$ cat src/assert_macros.svh
// Assertion macros shared by the magnetometer min/max calibration RTL.
// Define ASSERT_OFF to compile every check away; no other dependencies.
`ifndef ASSERT_MACROS_SVH
`define ASSERT_MACROS_SVH
`ifndef ASSERT_OFF
// property that must hold at every clock edge outside reset
`define MMC_ASSERT_AT(lbl, clk_i, rstn_i, prop, msg) \
	lbl: assert property (@(posedge clk_i) disable iff (!rstn_i) prop) else $error(msg);
// condition that must never be seen outside reset
`define MMC_ASSERT_NEVER(lbl, clk_i, rstn_i, cond, msg) \
	lbl: assert property (@(posedge clk_i) disable iff (!rstn_i) !(cond)) else $error(msg);
`else
`define MMC_ASSERT_AT(lbl, clk_i, rstn_i, prop, msg)
`define MMC_ASSERT_NEVER(lbl, clk_i, rstn_i, cond, msg)
`endif
`endif

$ cat src/mmc_pkg.sv
// Shared types and constants for the magnetometer min/max calibration core.
// Used by every module under src; depends on nothing.
`default_nettype none

package mmc_pkg;

	localparam int AXES    = 3;
	localparam int AX_W    = 2;
	localparam int RAW_W   = 16;
	localparam int CNT_W   = 16;
	localparam int GAIN_W  = 24;
	localparam int BIAS_W  = 40;
	localparam int SCALE_W = 24;
	localparam int SUM_W   = 18;
	localparam int FRAC_W  = 16;

	// APB register map
	localparam int ADDR_W = 4;
	localparam int DATA_W = 32;
	localparam logic [1:0] REG_RUN_LENGTH = 2'd0;
	localparam logic [1:0] REG_GAIN_X     = 2'd1;
	localparam logic [1:0] REG_GAIN_Y     = 2'd2;
	localparam logic [1:0] REG_GAIN_Z     = 2'd3;

	localparam logic [CNT_W-1:0]  RUN_LENGTH_RST = 16'd1024;
	localparam logic [GAIN_W-1:0] GAIN_RST       = 24'd50332;
	localparam logic [RAW_W-1:0]  MIN_RST        = 16'h7FFF;
	localparam logic [RAW_W-1:0]  MAX_RST        = 16'h8001;

	localparam logic [SCALE_W-1:0] SCALE_MAX = 24'h7FFFFF;
	localparam logic [SCALE_W-1:0] SCALE_MIN = 24'h800000;

	// divider: |S| * 2^16 over 3*|h|
	localparam int QUOT_W     = 33;
	localparam int DIVISOR_W  = 17;
	localparam int DIV_CNT_W  = 6;

	// item queue
	localparam int QCNT_W = 2;
	localparam logic [QCNT_W-1:0] QDEPTH = 2'd2;

	typedef struct packed {
		logic                           take;
		logic                           load;
		logic                           last;
		logic [AXES-1:0][RAW_W-1:0]     raw;
	} entry_t;

	typedef struct packed {
		logic full;
		logic empty;
	} q_stat_t;

	typedef struct packed {
		logic                  start;
		logic [QUOT_W-1:0]     dividend;
		logic [DIVISOR_W-1:0]  divisor;
	} div_req_t;

	typedef struct packed {
		logic              busy;
		logic              done;
		logic [QUOT_W-1:0] quotient;
	} div_rsp_t;

endpackage

`default_nettype wire

$ cat src/magnetometer_minmax_calibration_core.sv
// Top level of the magnetometer min/max (hard/soft iron) calibration core.
// Holds the APB registers; depends on mmc_pkg, mmc_front, mmc_fifo, mmc_back, mmc_div.
//
// Channel   Direction  Handshake             Payload
// in        input      in_valid / in_ready   data_ready, overflow, x_raw, y_raw, z_raw
// out       output     out_valid / out_ready bias_x/y/z, scale_x/y/z, zero_range
// apb       input      psel, penable, pready paddr, pwrite, pwdata, prdata
//
// Ordinary item: the front queues it, the back applies it; the queue drains one per cycle
// while the back is in its run state. Run end: take, operand latch, then a multiply and
// a divide per axis, then result post; a zero half-range axis skips its divide.
// Reset loads the store values at once, with no clearing pass.
// The front accepts until the queue fills; a pending result holds up the next run's end.
`default_nettype none
`include "assert_macros.svh"

module magnetometer_minmax_calibration_core (
	input  wire logic                                 clk,
	input  wire logic                                 arst_n,
	input  wire logic                                 psel,
	input  wire logic                                 penable,
	input  wire logic                                 pwrite,
	input  wire logic [mmc_pkg::ADDR_W-1:0]           paddr,
	input  wire logic [mmc_pkg::DATA_W-1:0]           pwdata,
	output logic [mmc_pkg::DATA_W-1:0]                prdata,
	output logic                                      pready,
	input  wire logic                                 in_valid,
	output logic                                      in_ready,
	input  wire logic                                 data_ready,
	input  wire logic                                 overflow,
	input  wire logic signed [mmc_pkg::RAW_W-1:0]     x_raw,
	input  wire logic signed [mmc_pkg::RAW_W-1:0]     y_raw,
	input  wire logic signed [mmc_pkg::RAW_W-1:0]     z_raw,
	output logic                                      out_valid,
	input  wire logic                                 out_ready,
	output logic signed [mmc_pkg::BIAS_W-1:0]         bias_x,
	output logic signed [mmc_pkg::BIAS_W-1:0]         bias_y,
	output logic signed [mmc_pkg::BIAS_W-1:0]         bias_z,
	output logic signed [mmc_pkg::SCALE_W-1:0]        scale_x,
	output logic signed [mmc_pkg::SCALE_W-1:0]        scale_y,
	output logic signed [mmc_pkg::SCALE_W-1:0]        scale_z,
	output logic                                      zero_range
);

	logic [mmc_pkg::CNT_W-1:0]                          run_length_q;
	logic [mmc_pkg::AXES-1:0][mmc_pkg::GAIN_W-1:0]      gain_q;
	logic [1:0]                                         reg_idx;
	logic                                               reg_wr;

	logic                                               q_push;
	logic                                               q_pop;
	mmc_pkg::entry_t                                    q_in;
	mmc_pkg::entry_t                                    q_head;
	mmc_pkg::q_stat_t                                   q_stat;
	mmc_pkg::div_req_t                                  div_req;
	mmc_pkg::div_rsp_t                                  div_rsp;
	logic [mmc_pkg::AXES-1:0][mmc_pkg::BIAS_W-1:0]      bias;
	logic [mmc_pkg::AXES-1:0][mmc_pkg::SCALE_W-1:0]     scale;

	// APB register file
	assign pready  = 1'b1;
	assign reg_idx = paddr[mmc_pkg::ADDR_W-1:2];
	assign reg_wr  = psel && penable && pwrite && pready;

	always_ff @(posedge clk or negedge arst_n) begin
		if (!arst_n) begin
			run_length_q <= mmc_pkg::RUN_LENGTH_RST;
			for (int a = 0; a < mmc_pkg::AXES; a++)
				gain_q[a] <= mmc_pkg::GAIN_RST;
		end else if (reg_wr) begin
			unique case (reg_idx)
				mmc_pkg::REG_RUN_LENGTH: run_length_q <= pwdata[mmc_pkg::CNT_W-1:0];
				mmc_pkg::REG_GAIN_X:     gain_q[0] <= pwdata[mmc_pkg::GAIN_W-1:0];
				mmc_pkg::REG_GAIN_Y:     gain_q[1] <= pwdata[mmc_pkg::GAIN_W-1:0];
				mmc_pkg::REG_GAIN_Z:     gain_q[2] <= pwdata[mmc_pkg::GAIN_W-1:0];
			endcase
		end
	end

	// register read-back
	always_comb begin
		unique case (reg_idx)
			mmc_pkg::REG_RUN_LENGTH:
				prdata = {{(mmc_pkg::DATA_W-mmc_pkg::CNT_W){1'b0}}, run_length_q};
			mmc_pkg::REG_GAIN_X:
				prdata = {{(mmc_pkg::DATA_W-mmc_pkg::GAIN_W){1'b0}}, gain_q[0]};
			mmc_pkg::REG_GAIN_Y:
				prdata = {{(mmc_pkg::DATA_W-mmc_pkg::GAIN_W){1'b0}}, gain_q[1]};
			mmc_pkg::REG_GAIN_Z:
				prdata = {{(mmc_pkg::DATA_W-mmc_pkg::GAIN_W){1'b0}}, gain_q[2]};
		endcase
	end

	mmc_front u_front (
		.clk          (clk),
		.arst_n       (arst_n),
		.in_valid     (in_valid),
		.in_ready     (in_ready),
		.data_ready   (data_ready),
		.overflow     (overflow),
		.x_raw        (x_raw),
		.y_raw        (y_raw),
		.z_raw        (z_raw),
		.run_length   (run_length_q),
		.q_stat       (q_stat),
		.push         (q_push),
		.entry        (q_in)
	);

	mmc_fifo u_fifo (
		.clk        (clk),
		.arst_n     (arst_n),
		.push       (q_push),
		.push_entry (q_in),
		.pop        (q_pop),
		.head       (q_head),
		.stat       (q_stat)
	);

	mmc_back u_back (
		.clk        (clk),
		.arst_n     (arst_n),
		.q_entry    (q_head),
		.q_stat     (q_stat),
		.q_pop      (q_pop),
		.gain       (gain_q),
		.div_req    (div_req),
		.div_rsp    (div_rsp),
		.out_ready  (out_ready),
		.out_valid  (out_valid),
		.bias       (bias),
		.scale      (scale),
		.zero_range (zero_range)
	);

	mmc_div u_div (
		.clk    (clk),
		.arst_n (arst_n),
		.req    (div_req),
		.rsp    (div_rsp)
	);

	// result fields
	assign bias_x  = bias[0];
	assign bias_y  = bias[1];
	assign bias_z  = bias[2];
	assign scale_x = scale[0];
	assign scale_y = scale[1];
	assign scale_z = scale[2];

	// internal consistency checks
	`MMC_ASSERT_NEVER(a_queue_overflow, clk, arst_n, q_push && q_stat.full, "queue overflow")
	`MMC_ASSERT_NEVER(a_queue_underflow, clk, arst_n, q_pop && q_stat.empty, "queue underflow")
	`MMC_ASSERT_NEVER(a_div_restart, clk, arst_n, div_req.start && div_rsp.busy, "divider restart")
	`MMC_ASSERT_AT(a_div_done_pulse, clk, arst_n, div_rsp.done |=> !div_rsp.done, "done held")

endmodule

`default_nettype wire

$ cat src/mmc_fifo.sv
// Two-entry queue between the front (item intake) and back (store update).
// Depends on mmc_pkg for entry_t and q_stat_t.
`default_nettype none

module mmc_fifo (
	input  wire logic            clk,
	input  wire logic            arst_n,
	input  wire logic            push,
	input  wire mmc_pkg::entry_t push_entry,
	input  wire logic            pop,
	output mmc_pkg::entry_t      head,
	output mmc_pkg::q_stat_t     stat
);

	mmc_pkg::entry_t                   mem_q [2];
	logic                              wr_ptr_q;
	logic                              rd_ptr_q;
	logic [mmc_pkg::QCNT_W-1:0]        cnt_q;

	// pointers and fill level
	always_ff @(posedge clk or negedge arst_n) begin
		if (!arst_n) begin
			wr_ptr_q <= 1'b0;
			rd_ptr_q <= 1'b0;
			cnt_q    <= '0;
		end else begin
			if (push)
				wr_ptr_q <= ~wr_ptr_q;
			if (pop)
				rd_ptr_q <= ~rd_ptr_q;
			if (push && !pop)
				cnt_q <= cnt_q + 1'b1;
			else if (pop && !push)
				cnt_q <= cnt_q - 1'b1;
		end
	end

	// entry storage
	always_ff @(posedge clk) begin
		if (push)
			mem_q[wr_ptr_q] <= push_entry;
	end

	assign head       = mem_q[rd_ptr_q];
	assign stat.full  = (cnt_q == mmc_pkg::QDEPTH);
	assign stat.empty = (cnt_q == '0);

endmodule

`default_nettype wire

$ cat src/mmc_front.sv
// Front end: accepts samples, counts items in the run, tags the run's last item.
// Depends on mmc_pkg; feeds mmc_fifo.
`default_nettype none

module mmc_front (
	input  wire logic                         clk,
	input  wire logic                         arst_n,
	input  wire logic                         in_valid,
	output logic                              in_ready,
	input  wire logic                         data_ready,
	input  wire logic                         overflow,
	input  wire logic signed [mmc_pkg::RAW_W-1:0] x_raw,
	input  wire logic signed [mmc_pkg::RAW_W-1:0] y_raw,
	input  wire logic signed [mmc_pkg::RAW_W-1:0] z_raw,
	input  wire logic [mmc_pkg::CNT_W-1:0]    run_length,
	input  wire mmc_pkg::q_stat_t             q_stat,
	output logic                              push,
	output mmc_pkg::entry_t                   entry
);

	logic [mmc_pkg::CNT_W-1:0] seen_q;
	logic [mmc_pkg::CNT_W:0]   seen_nxt;
	logic                      run_end;

	assign in_ready = !q_stat.full;
	assign push     = in_valid && in_ready;

	// a count of zero behaves as one: the first item already reaches it
	assign seen_nxt = {1'b0, seen_q} + 1'b1;
	assign run_end  = (seen_nxt >= {1'b0, run_length});

	// classify the item for the back end
	always_comb begin
		entry.take   = data_ready;
		entry.load   = data_ready && !overflow;
		entry.last   = run_end;
		entry.raw[0] = x_raw;
		entry.raw[1] = y_raw;
		entry.raw[2] = z_raw;
	end

	// items seen in the current run
	always_ff @(posedge clk or negedge arst_n) begin
		if (!arst_n) begin
			seen_q <= '0;
		end else if (push) begin
			if (run_end)
				seen_q <= '0;
			else
				seen_q <= seen_nxt[mmc_pkg::CNT_W-1:0];
		end
	end

endmodule

`default_nettype wire

$ cat src/mmc_div.sv
// Restoring unsigned divider, one quotient bit per cycle.
// Depends on mmc_pkg for div_req_t and div_rsp_t.
`default_nettype none

module mmc_div (
	input  wire logic              clk,
	input  wire logic              arst_n,
	input  wire mmc_pkg::div_req_t req,
	output mmc_pkg::div_rsp_t      rsp
);

	logic                               busy_q;
	logic                               done_q;
	logic [mmc_pkg::DIV_CNT_W-1:0]      cnt_q;
	logic [mmc_pkg::QUOT_W-1:0]         num_q;
	logic [mmc_pkg::DIVISOR_W-1:0]      rem_q;
	logic [mmc_pkg::DIVISOR_W-1:0]      dvs_q;
	logic [mmc_pkg::DIVISOR_W:0]        trial;
	logic [mmc_pkg::DIVISOR_W:0]        diff;
	logic                               fits;

	// shift in the next dividend bit and try a subtract
	assign trial = {rem_q, num_q[mmc_pkg::QUOT_W-1]};
	assign diff  = trial - {1'b0, dvs_q};
	assign fits  = (trial >= {1'b0, dvs_q});

	// iteration control
	always_ff @(posedge clk or negedge arst_n) begin
		if (!arst_n) begin
			busy_q <= 1'b0;
			done_q <= 1'b0;
			cnt_q  <= '0;
		end else begin
			done_q <= 1'b0;
			if (req.start) begin
				busy_q <= 1'b1;
				cnt_q  <= mmc_pkg::DIV_CNT_W'(mmc_pkg::QUOT_W);
			end else if (busy_q) begin
				cnt_q <= cnt_q - 1'b1;
				if (cnt_q == mmc_pkg::DIV_CNT_W'(1)) begin
					busy_q <= 1'b0;
					done_q <= 1'b1;
				end
			end
		end
	end

	// remainder and quotient shift register
	always_ff @(posedge clk) begin
		if (req.start) begin
			num_q <= req.dividend;
			rem_q <= '0;
			dvs_q <= req.divisor;
		end else if (busy_q) begin
			num_q <= {num_q[mmc_pkg::QUOT_W-2:0], fits};
			rem_q <= fits ? diff[mmc_pkg::DIVISOR_W-1:0] : trial[mmc_pkg::DIVISOR_W-1:0];
		end
	end

	assign rsp.busy     = busy_q;
	assign rsp.done     = done_q;
	assign rsp.quotient = num_q;

endmodule

`default_nettype wire

$ cat src/mmc_back.sv
// Back end: held reading and min/max store, end-of-run sequencer, result register.
// Depends on mmc_pkg; drains mmc_fifo and drives mmc_div.
`default_nettype none

module mmc_back (
	input  wire logic                                       clk,
	input  wire logic                                       arst_n,
	input  wire mmc_pkg::entry_t                            q_entry,
	input  wire mmc_pkg::q_stat_t                           q_stat,
	output logic                                            q_pop,
	input  wire logic [mmc_pkg::AXES-1:0][mmc_pkg::GAIN_W-1:0] gain,
	output mmc_pkg::div_req_t                               div_req,
	input  wire mmc_pkg::div_rsp_t                          div_rsp,
	input  wire logic                                       out_ready,
	output logic                                            out_valid,
	output logic [mmc_pkg::AXES-1:0][mmc_pkg::BIAS_W-1:0]   bias,
	output logic [mmc_pkg::AXES-1:0][mmc_pkg::SCALE_W-1:0]  scale,
	output logic                                            zero_range
);

	localparam int RW = mmc_pkg::RAW_W;

	localparam logic [2:0] ST_RUN  = 3'd0;
	localparam logic [2:0] ST_PREP = 3'd1;
	localparam logic [2:0] ST_MUL  = 3'd2;
	localparam logic [2:0] ST_DIV  = 3'd3;
	localparam logic [2:0] ST_OUT  = 3'd4;

	logic [2:0]                                      state_q;
	logic [mmc_pkg::AX_W-1:0]                        ax_q;
	logic [mmc_pkg::AXES-1:0][RW-1:0]                held_q, min_q, max_q;
	logic [mmc_pkg::AXES-1:0][RW-1:0]                b_q, h_q;
	logic [mmc_pkg::SUM_W-1:0]                       total_q;
	logic [mmc_pkg::AXES-1:0][mmc_pkg::BIAS_W-1:0]   bias_q;
	logic [mmc_pkg::AXES-1:0][mmc_pkg::SCALE_W-1:0]  scale_q;
	logic                                            zero_q;
	logic                                            out_valid_q;

	logic [mmc_pkg::AXES-1:0][RW-1:0]                samp;
	logic [mmc_pkg::AXES-1:0][RW-1:0]                b_n, h_n;
	logic [RW:0]                                     sum17, dif17, sum_r, dif_r;
	logic [mmc_pkg::SUM_W-1:0]                       total_n;
	logic signed [mmc_pkg::BIAS_W:0]                 prod;
	logic [RW-1:0]                                   h_cur;
	logic [RW-1:0]                                   h_mag;
	logic [mmc_pkg::SUM_W-1:0]                       s_mag;
	logic                                            h_zero;
	logic                                            q_neg;
	logic                                            last_ax;
	logic                                            out_ok;
	logic [mmc_pkg::QUOT_W-1:0]                      quot;
	logic [mmc_pkg::SCALE_W-1:0]                     quot_neg;
	logic [mmc_pkg::SCALE_W-1:0]                     scale_sat;

	// sample value each axis compares against: new raw or the held reading
	always_comb begin
		for (int a = 0; a < mmc_pkg::AXES; a++)
			samp[a] = q_entry.load ? q_entry.raw[a] : held_q[a];
	end

	// midpoint and half-range per axis, both rounded toward zero
	always_comb begin
		total_n = '0;
		sum17   = '0;
		dif17   = '0;
		sum_r   = '0;
		dif_r   = '0;
		for (int a = 0; a < mmc_pkg::AXES; a++) begin
			sum17   = {max_q[a][RW-1], max_q[a]} + {min_q[a][RW-1], min_q[a]};
			dif17   = {max_q[a][RW-1], max_q[a]} - {min_q[a][RW-1], min_q[a]};
			sum_r   = sum17 + {{RW{1'b0}}, sum17[RW]};
			dif_r   = dif17 + {{RW{1'b0}}, dif17[RW]};
			b_n[a]  = sum_r[RW:1];
			h_n[a]  = dif_r[RW:1];
			total_n = total_n + {{(mmc_pkg::SUM_W-RW){h_n[a][RW-1]}}, h_n[a]};
		end
	end

	// per-axis datapath of the sequencer
	assign prod    = $signed(b_q[ax_q]) * $signed({1'b0, gain[ax_q]});
	assign h_cur   = h_q[ax_q];
	assign h_zero  = (h_cur == '0);
	assign h_mag   = h_cur[RW-1] ? (~h_cur + 1'b1) : h_cur;
	assign s_mag   = total_q[mmc_pkg::SUM_W-1] ? (~total_q + 1'b1) : total_q;
	assign q_neg   = total_q[mmc_pkg::SUM_W-1] ^ h_cur[RW-1];
	assign last_ax = (ax_q == mmc_pkg::AX_W'(mmc_pkg::AXES - 1));
	assign out_ok  = !out_valid_q || out_ready;

	assign div_req.start    = (state_q == ST_MUL) && !h_zero;
	assign div_req.dividend = {s_mag[mmc_pkg::QUOT_W-mmc_pkg::FRAC_W-1:0],
		{mmc_pkg::FRAC_W{1'b0}}};
	assign div_req.divisor  = {h_mag, 1'b0} + {1'b0, h_mag};

	// signed Q7.16 result with saturation
	assign quot     = div_rsp.quotient;
	assign quot_neg = ~quot[mmc_pkg::SCALE_W-1:0] + 1'b1;
	always_comb begin
		if (q_neg) begin
			if (quot > mmc_pkg::QUOT_W'(24'h800000))
				scale_sat = mmc_pkg::SCALE_MIN;
			else
				scale_sat = quot_neg;
		end else begin
			if (quot > mmc_pkg::QUOT_W'(24'h7FFFFF))
				scale_sat = mmc_pkg::SCALE_MAX;
			else
				scale_sat = quot[mmc_pkg::SCALE_W-1:0];
		end
	end

	assign q_pop = (state_q == ST_RUN) && !q_stat.empty;

	// sequencer and calibration store
	always_ff @(posedge clk or negedge arst_n) begin
		if (!arst_n) begin
			state_q     <= ST_RUN;
			ax_q        <= '0;
			zero_q      <= 1'b0;
			out_valid_q <= 1'b0;
			for (int a = 0; a < mmc_pkg::AXES; a++) begin
				held_q[a] <= '0;
				min_q[a]  <= mmc_pkg::MIN_RST;
				max_q[a]  <= mmc_pkg::MAX_RST;
			end
		end else begin
			if (state_q == ST_OUT)
				out_valid_q <= 1'b1;
			else if (out_ready)
				out_valid_q <= 1'b0;

			unique case (state_q)
				ST_RUN: begin
					if (!q_stat.empty) begin
						for (int a = 0; a < mmc_pkg::AXES; a++) begin
							if (q_entry.load)
								held_q[a] <= samp[a];
							if (q_entry.take) begin
								if ($signed(samp[a]) > $signed(max_q[a]))
									max_q[a] <= samp[a];
								if ($signed(samp[a]) < $signed(min_q[a]))
									min_q[a] <= samp[a];
							end
						end
						if (q_entry.last)
							state_q <= ST_PREP;
					end
				end
				ST_PREP: begin
					// wait for the previous result to leave the output register
					if (out_ok) begin
						ax_q    <= '0;
						zero_q  <= 1'b0;
						state_q <= ST_MUL;
					end
				end
				ST_MUL: begin
					if (h_zero) begin
						zero_q <= 1'b1;
						if (last_ax)
							state_q <= ST_OUT;
						else
							ax_q <= ax_q + 1'b1;
					end else begin
						state_q <= ST_DIV;
					end
				end
				ST_DIV: begin
					if (div_rsp.done) begin
						if (last_ax) begin
							state_q <= ST_OUT;
						end else begin
							ax_q    <= ax_q + 1'b1;
							state_q <= ST_MUL;
						end
					end
				end
				ST_OUT: begin
					// result goes out, store clears for the next run
					for (int a = 0; a < mmc_pkg::AXES; a++) begin
						held_q[a] <= '0;
						min_q[a]  <= mmc_pkg::MIN_RST;
						max_q[a]  <= mmc_pkg::MAX_RST;
					end
					state_q <= ST_RUN;
				end
				default: state_q <= ST_RUN;
			endcase
		end
	end

	// end-of-run operands and result fields
	always_ff @(posedge clk) begin
		if (state_q == ST_PREP && out_ok) begin
			b_q     <= b_n;
			h_q     <= h_n;
			total_q <= total_n;
		end
		if (state_q == ST_MUL) begin
			bias_q[ax_q] <= prod[mmc_pkg::BIAS_W-1:0];
			if (h_zero)
				scale_q[ax_q] <= total_q[mmc_pkg::SUM_W-1] ? mmc_pkg::SCALE_MIN
					: mmc_pkg::SCALE_MAX;
		end
		if (state_q == ST_DIV && div_rsp.done)
			scale_q[ax_q] <= scale_sat;
	end

	assign out_valid  = out_valid_q;
	assign bias       = bias_q;
	assign scale      = scale_q;
	assign zero_range = zero_q;

endmodule

`default_nettype wire
$ cat config.mk
export PLATFORM = sky130hd
export DESIGN_NAME = magnetometer_minmax_calibration_core
export DESIGN_NICKNAME = d
export VERILOG_FILES = /design/src/mmc_pkg.sv /design/src/magnetometer_minmax_calibration_core.sv /design/src/mmc_fifo.sv /design/src/mmc_front.sv /design/src/mmc_div.sv /design/src/mmc_back.sv
export VERILOG_INCLUDE_DIRS = /design/src /design/src/src
export SDC_FILE = /design/constraint.sdc
export NUM_CORES = 2
export LEC_CHECK = 0
export ABC_AREA = 1
export BUFFER_PORTS_ARGS = -buffer_cell sky130_fd_sc_hd__buf_2
export CORE_AREA = 3 3 305 307
export CTS_CLUSTER_DIAMETER = 150
export CTS_CLUSTER_SIZE = 14
export DETAILED_ROUTE_END_ITERATION = 10
export DIE_AREA = 0 0 308 310
export PLACE_DENSITY = 0.85
export SLEW_MARGIN = 20
export SYNTH_ARGS = -nofsm -noshare
export SYNTH_HDL_FRONTEND = slang
export SYNTH_SLANG_ARGS = --single-unit
$ cat constraint.sdc
create_clock -name clk -period 10.1 [get_ports clk]
set_clock_uncertainty 0.1 [all_clocks]
set_input_delay 2.02 -clock clk [delete_from_list [all_inputs] [get_ports clk]]
set_output_delay 2.02 -clock clk [all_outputs]
set_load 0.01 [all_outputs]
======== Yosys cells after proc, flatten, opt, wreduce, memory -nomap -nowiden ========
Memory sizes are Yosys's and may differ from the RTL's.
Index checks and enable logic that the tools add are counted.
cells by class
  equality and inequality tests ........... 24
  shift-type cells ........................ 0
  div/mod/pow operators ................... 0
  add/sub/neg operators ................... 24
  reduce and logical (&&, ||, !) cells .... 43
  multiplexer cells ....................... 81
  bitwise gates (word level) .............. 6
  order comparisons ....................... 12
  multipliers ............................. 1
operator list
  operator              count
  $mux 16               22
  $pmux 48 s2           3
  $mux 72               3
  $bwmux 72             2
  $mux 24               6
  $mux 48               3
  $pmux 32 s4           1
  $bwmux 120            1
  $add 17x1->17         6
  $demux 40 s2          1
  $add 16x16->17        4
  $mux 33               2
  $bmux 16 s2           2
  $sub 16x16->17        3
  $bmux 24 s2           1
  $demux 24 s2          1
  $gt 16x16->1          3
  $lt 16x16->1          3
  $mul 16x25->40        1
  $mux 40               1
  $mux 17               2
  $gt 33x23->1 const B  1
  $gt 33x24->1 const B  1
  $reduce_and 4->1      7
  46 further kinds      111
word-level totals
  register bits after elaboration ......... 640
  output and inout bits ................... 228
  RAM bits ................................ 102
  input port bits ......................... 93
  logic and storage cells ................. 233
  memory bits (read-only) ................. 0
  memories ................................ 1
  bits in latches ......................... 0
memory list
  memory        words  width  rd ports  clocked after Yosys merged registers in  write ports  RTL line        source
  u_fifo.mem_q  2      51     1         0                                        1            mmc_fifo.sv:15  mmc_pkg::entry_t mem_q [2];

======== Longest topological paths before layout ========
  depth in word-level cells ............... 9
  gate-level depth with buffers ........... 41
  gate-level depth less buffers ........... 41

======== Modules after synthesis ========
A second synthesis with hierarchy kept.
second synthesis, totals
  cell total of the unflattened synthesis .. 7396
  area, all modules ....................... 59425.7 µm²
modules (own cells, without submodules)
  module                                area each (µm²)  cells each  sequential area each (µm²)  instances
  mmc_back                              44745.4          5836        12310.6                     1
  mmc_div                               4297.9           554         2042.0                      1
  magnetometer_minmax_calibration_core  4220.3           522         2229.6                      1
  mmc_fifo                              4139.0           184         3163.0                      1
  mmc_front                             2023.2           300         400.4                       1

======== Least setup slack after synthesis ========
Ideal clock, no wire load.
  path type ............................... input -> register
  start point ............................. in out_ready
  end point ............................... reg u_back.b_q[0] in the netlist's numbering, enable pin
  path buffers ............................ 0
  setup slack ............................. 2.639 ns
  setup time .............................. 0.590 ns
  arrival ................................. 6.771 ns
  stages .................................. 2
  data required time ...................... 9.410 ns
  cell sequence ........................... nor2_1 -> nor2_1
on the way
  longest elaborated chain between the ends .. 2
RTL lines
  item                    RTL line                                    source
  start: declaration      magnetometer_minmax_calibration_core.sv:35  input wire logic out_ready,
  $logic_or 1x1->1        mmc_back.sv:87                              assign out_ok = !out_valid_q || out_ready;
  $logic_and 1x1->1       mmc_back.sv:193                             if (state_q == ST_PREP && out_ok) begin
  end signal: assignment  mmc_back.sv:194                             b_q <= b_n;
  end: declaration        mmc_back.sv:32                              logic [mmc_pkg::AXES-1:0][RW-1:0] b_q, h_q;
Every way passes these cells.
A chain may end at the register's enable or synchronous reset.

======== Worst setup path after layout ========
  start point ............................. reg u_back.ax_q[0] in the netlist's numbering
  end point ............................... reg u_back.bias_q, in the netlist u_back.bias[78], data pin
on the way
  elaborated cells on any way between the ends .. 11
  those cells by class .................... mul: 1; order compare: 2; mux: 7; reduce/logical: 1
RTL lines
  item                                                      RTL line         source
  start: declaration                                        mmc_back.sv:30   logic [mmc_pkg::AX_W-1:0] ax_q;
  start signal: assignment                                  mmc_back.sv:162  ax_q <= ax_q + 1'b1;
  start signal: assignment                                  mmc_back.sv:172  ax_q <= ax_q + 1'b1;
  $bmux 16 s2 or $bmux 24 s2 (tied branches)                mmc_back.sv:80   assign prod = $signed(b_q[ax_q]) * $signed({1'b0, gain[ax_q]});
  $mux 16 (implied by the code) or $mux 24 (tied branches)  mmc_back.sv:80
  $mul 16x25->40 *                                          mmc_back.sv:80
  named net u_back.prod (one bit)                           mmc_back.sv:43   logic signed [mmc_pkg::BIAS_W:0] prod;
  $bwmux 120 *                                              mmc_back.sv:199  bias_q[ax_q] <= prod[mmc_pkg::BIAS_W-1:0];
  end signal: indexed assignment                            mmc_back.sv:199
  end: declaration                                          mmc_back.sv:34   logic [mmc_pkg::AXES-1:0][mmc_pkg::BIAS_W-1:0] bias_q;
Mark *: on every way through the listed nets, which the timed path passes. The rest lies on a longest branch. The select of a mux whose other input is x is not followed.

==> summary.log <==
qor: run_status.status completed
qor: grt.grt_pass1_wl 239 mm
qor: run.maxCapViolCount 0
qor: cts.hold_buffers 0
qor: critical_path.cpPeakStageDelay 0.59 ns
qor: logic_synthesis.synth_cell_types 67
qor: critical_path.reg2reg_depth 25
qor: layout.fillers 7,086
qor: critical_path.crit_top_cell sky130_fd_sc_hd__fa_1
qor: cts.cts.htree.levels 2
qor: logic_synthesis.synth.ff_latch_count 742
qor: placement.gp_routability_congestion 0.958
qor: floorplanning.io_pins 321
qor: timing.finalCritPeriodShare 81.6%
qor: critical_path.worstSetupPathType flop to flop
qor: layout.layout_stage_area_growth_over_the_synthesis_result 7.42%
qor: layout.seq_area 0.0200 sq mm
qor: cts.clk-insertion-delay-late 0.70 ns
qor: timing.worst_path_setup_slack_after_routing 1.86 ns
qor: min_path.min_path_cells 2
qor: placement.place.detailed.instances 8,344
qor: critical_path.end_kind flop
qor: grt.grt_antenna_before_repair 2
qor: placement.dp_wirelength 111 mm
qor: routing.via_per_inst 5.70
qor: cts.ctsResizeCount 0
qor: logic_synthesis.postSynthCellCount 7,047
qor: cts.tritoncts_num_sinks 742
qor: placement.numPortBuffers 301
qor: routing.route.vias.total 48,200
qor: floorplanning.core 0.0903 sq mm
qor: critical_path.critical_path_rt 10.46 ns
qor: critical_path.timing.rr.start u_back.ax_q[0]
qor: critical_path.critical-path-slowest-cell sky130_fd_sc_hd__fa_1
qor: critical_path.cpLargestDelayFamily adder cells
qor: layout.drive_above_1_share 8.47%
qor: routing.drt_first_iter_violations 4,639
qor: critical_path.critPathMaxFanout 64
qor: routing.count_of_unresolved_drc_violations_after_routing 0
qor: logic_synthesis.ys_async_sr_fraction 36.0%
qor: grt.grt_max_degree 98
qor: timing.fin_crit 8.24 ns
qor: floorplanning.initial_core_util 63.1%
qor: grt.global_route.overflow_total 0
qor: timing.rsz0062_at_grt false
qor: layout.nets 8,058
qor: timing.finalHoldViolCount 0
qor: min_path.hold_path_startpoint u_div.rem_q[2]
qor: critical_path.critPathBufInv 7
qor: timing.fin_tns_setup 0 ns
qor: layout.layout.cells.non_filler 8,451
qor: grt.grt_use_total 31.0%
qor: timing.max_clock_freq 0.121 GHz
qor: timing.final_slew_violations 0
qor: floorplanning.std_cell_rows 110
qor: cts.clk_transition_reported_paths 0.07 ns
qor: floorplanning.floorplan.die.height 310 microns
qor: cts.ctsRootBufferMaster sky130_fd_sc_hd__clkbuf_16
qor: min_path.hold_end u_div.rem_q[2]
qor: critical_path.timing.reg2reg.setup_slack 1.86 ns
qor: logic_synthesis.netlist_area_before_placement 0.0570 sq mm
qor: logic_synthesis.number_of_synthesized_flops_with_an_enable_pin 370
qor: logic_synthesis.synth_seq_area_share 35.1%
qor: min_path.worst_hold_path_type flop to flop
qor: floorplanning.die_width 308 microns
qor: cts.cts-buffers-inserted 58
qor: critical_path.startpoint_type flop
qor: routing.routedWlPerCell 17.6 microns
qor: cts.clock_path_buffers 3
qor: layout.multi_input_comb_area 0.0314 sq mm
qor: timing.setup_violations 0
qor: logic_synthesis.postSynth.topFlopCell sky130_fd_sc_hd__edfxtp_1
qor: routing.wl 149 mm
qor: timing.slew-limit-headroom 24.2%
qor: cts.tritoncts done
qor: logic_synthesis.synth-warning-count 0
qor: placement.post-place-ws 2.09 ns
qor: floorplanning.die-area 0.0955 sq mm
qor: grt.first_global_vias 47,000
qor: routing.drt_first_pass_iters 7
qor: cts.setup_fix_buffers_added_after_clock_tree_synthesis 0
qor: routing.ant_nets 0
qor: critical_path.rr_endpoint u_back.bias[78]
qor: logic_synthesis.syn_avg_cell_area 8.08 sq um
qor: critical_path.cp_data_arrival_time 8.60 ns
qor: timing.max_slew.worst_pin.slew 1.11 ns
-- cell usage after synthesis (12+ instances only) --
master	instances	area, sq um
sky130_fd_sc_hd__a211oi_1	16	120
sky130_fd_sc_hd__a21oi_1	297	1490
sky130_fd_sc_hd__a31oi_1	21	131
sky130_fd_sc_hd__buf_2	29	145
sky130_fd_sc_hd__buf_4	17	128
sky130_fd_sc_hd__clkbuf_1	187	702
sky130_fd_sc_hd__dfrtp_1	194	4850
sky130_fd_sc_hd__dfstp_2	73	1920
sky130_fd_sc_hd__dfxtp_1	105	2100
sky130_fd_sc_hd__edfxtp_1	370	11100
sky130_fd_sc_hd__fa_1	316	6330
sky130_fd_sc_hd__ha_1	420	5260
sky130_fd_sc_hd__inv_1	1233	4630
sky130_fd_sc_hd__inv_2	12	45.0
sky130_fd_sc_hd__nand2_1	1780	6680
sky130_fd_sc_hd__nand3_1	310	1550
sky130_fd_sc_hd__nand3b_1	12	90.1
sky130_fd_sc_hd__nand4_1	99	619
sky130_fd_sc_hd__nor2_1	450	1690
sky130_fd_sc_hd__nor2_2	14	87.6
sky130_fd_sc_hd__nor3_1	66	330
sky130_fd_sc_hd__nor4_1	20	125
sky130_fd_sc_hd__o211ai_1	22	165
sky130_fd_sc_hd__o21a_1	21	158
sky130_fd_sc_hd__o21ai_0	391	1960
sky130_fd_sc_hd__o21ai_1	49	245
sky130_fd_sc_hd__o21bai_1	18	135
sky130_fd_sc_hd__o221ai_1	12	105
sky130_fd_sc_hd__o22ai_1	40	250
sky130_fd_sc_hd__o31ai_1	59	443
sky130_fd_sc_hd__or2_2	16	100
sky130_fd_sc_hd__xnor2_1	66	578
sky130_fd_sc_hd__xor2_1	201	1760
-- area by class of cell --
type                    count  area share [%]
multi-input cells        4814            51.3
flip-flops and latches    742            32.7
inverters                1250            7.67
repair buffers            363            3.26
clock buffers             104            2.69
well taps                1176            2.40
clock inverters             1          0.0143
diodes                      1         0.00409
-- metal layers --
metal  GRT usage, %  part of all wire [%]  vias to the layer above
li1               -                     -                    22800
met5              0                 0.023                        -
met3           6.13                   9.0                      433
met1           39.6                    40                    22800
met2           51.5                    47                     2135
met4           13.7                   4.6                        4
-- kinds of logic (layout without fill, tap and decap cells) --
group                    count (synthesis)  count (layout)  share of synthesized area (%)
XOR/XNOR                               267             267                           4.11
AND/OR/NAND/NOR                       2800            2800                           20.3
multiplexers                             2               2                         0.0352
flip-flops                             742             742                           35.1
AO/OA/AOI/OAI                         1000            1000                           9.96
adder cells (fa/ha/maj)                736             736                           20.3
other                                    2              10                         0.0132
buffers and inverters                 1498            1718                           10.2
-- cell usage in the layout (no fill, tap or decap), types with 45 or more instances in the layout --
cell | Yosys | final
sky130_fd_sc_hd__nand4_1 | 99 | 99
sky130_fd_sc_hd__edfxtp_1 | 370 | 370
sky130_fd_sc_hd__nand3_1 | 310 | 310
sky130_fd_sc_hd__inv_1 | 1233 | 1232
sky130_fd_sc_hd__ha_1 | 420 | 420
sky130_fd_sc_hd__dfstp_2 | 73 | 73
sky130_fd_sc_hd__nor3_1 | 66 | 65
sky130_fd_sc_hd__dfxtp_1 | 105 | 105
sky130_fd_sc_hd__clkbuf_1 | 187 | 45
sky130_fd_sc_hd__buf_2 | 29 | 300
sky130_fd_sc_hd__nor2_1 | 450 | 440
sky130_fd_sc_hd__o31ai_1 | 59 | 59
sky130_fd_sc_hd__buf_4 | 17 | 61
sky130_fd_sc_hd__nand2_1 | 1780 | 1779
sky130_fd_sc_hd__a21oi_1 | 297 | 297
sky130_fd_sc_hd__dfrtp_1 | 194 | 193
sky130_fd_sc_hd__xor2_1 | 201 | 201
sky130_fd_sc_hd__o21ai_0 | 391 | 391
sky130_fd_sc_hd__clkbuf_16 | 0 | 59
sky130_fd_sc_hd__xnor2_1 | 66 | 66
sky130_fd_sc_hd__fa_1 | 316 | 316
-- worst min-delay path, stage by stage, from the launching register on --
cell,delay [ns]
sky130_fd_sc_hd__dfxtp_1,0.32
sky130_fd_sc_hd__nand2_1,0.06
sky130_fd_sc_hd__nand2_1,0.04
-- how the worst max path moves through the flow --
stage | start | to | slack, ns | cells past startpoint
floorplan | out_ready | u_back.b_q[0] | 2.64 | 2
CTS | u_back.ax_q[0] | u_back.bias[38] | 2.05 | 24
global placement | u_back.ax_q[0] | u_back.bias[38] | 2.20 | 25
global route | u_back.ax_q[0] | u_back.bias[78] | 1.53 | 26
detailed placement | u_back.ax_q[0] | u_back.bias[78] | 2.09 | 24
finish | u_back.ax_q[0] | u_back.bias[78] | 1.86 | 25
-- stage by stage --
step	area (sq um)	hold WS, ns	utilization (%)
finish	61200	0.374	67.8
global route	61200	0.395	67.8
CTS	61200	0.375	67.7
detailed placement	59500	0.363	65.9
global placement	59500	0.360	65.9
floorplan	57000	0.347	-
-- flip-flops by register name, summed over array words and instances, names as in the netlist, 2 cells and up --
signal,cells
u_back.total_q,18
u_div.rem_q,17
u_front.seen_q,16
u_div.dvs_q,17
u_back.state_q,3
u_div.num_q,33
u_back.scale,72
u_back.max_q,48
u_div.cnt_q,6
u_back.ax_q,2
u_back.h_q,48
u_back.b_q,48
u_fifo.cnt_q,2
run_length_q,16
u_fifo.mem_q,102
gain_q,72
u_back.held_q,48
u_back.bias,120
u_back.min_q,48
Power is left out: the tool's default activity adds up to more than one toggle a clock period on the data nets, which glitch-free logic cannot reach.
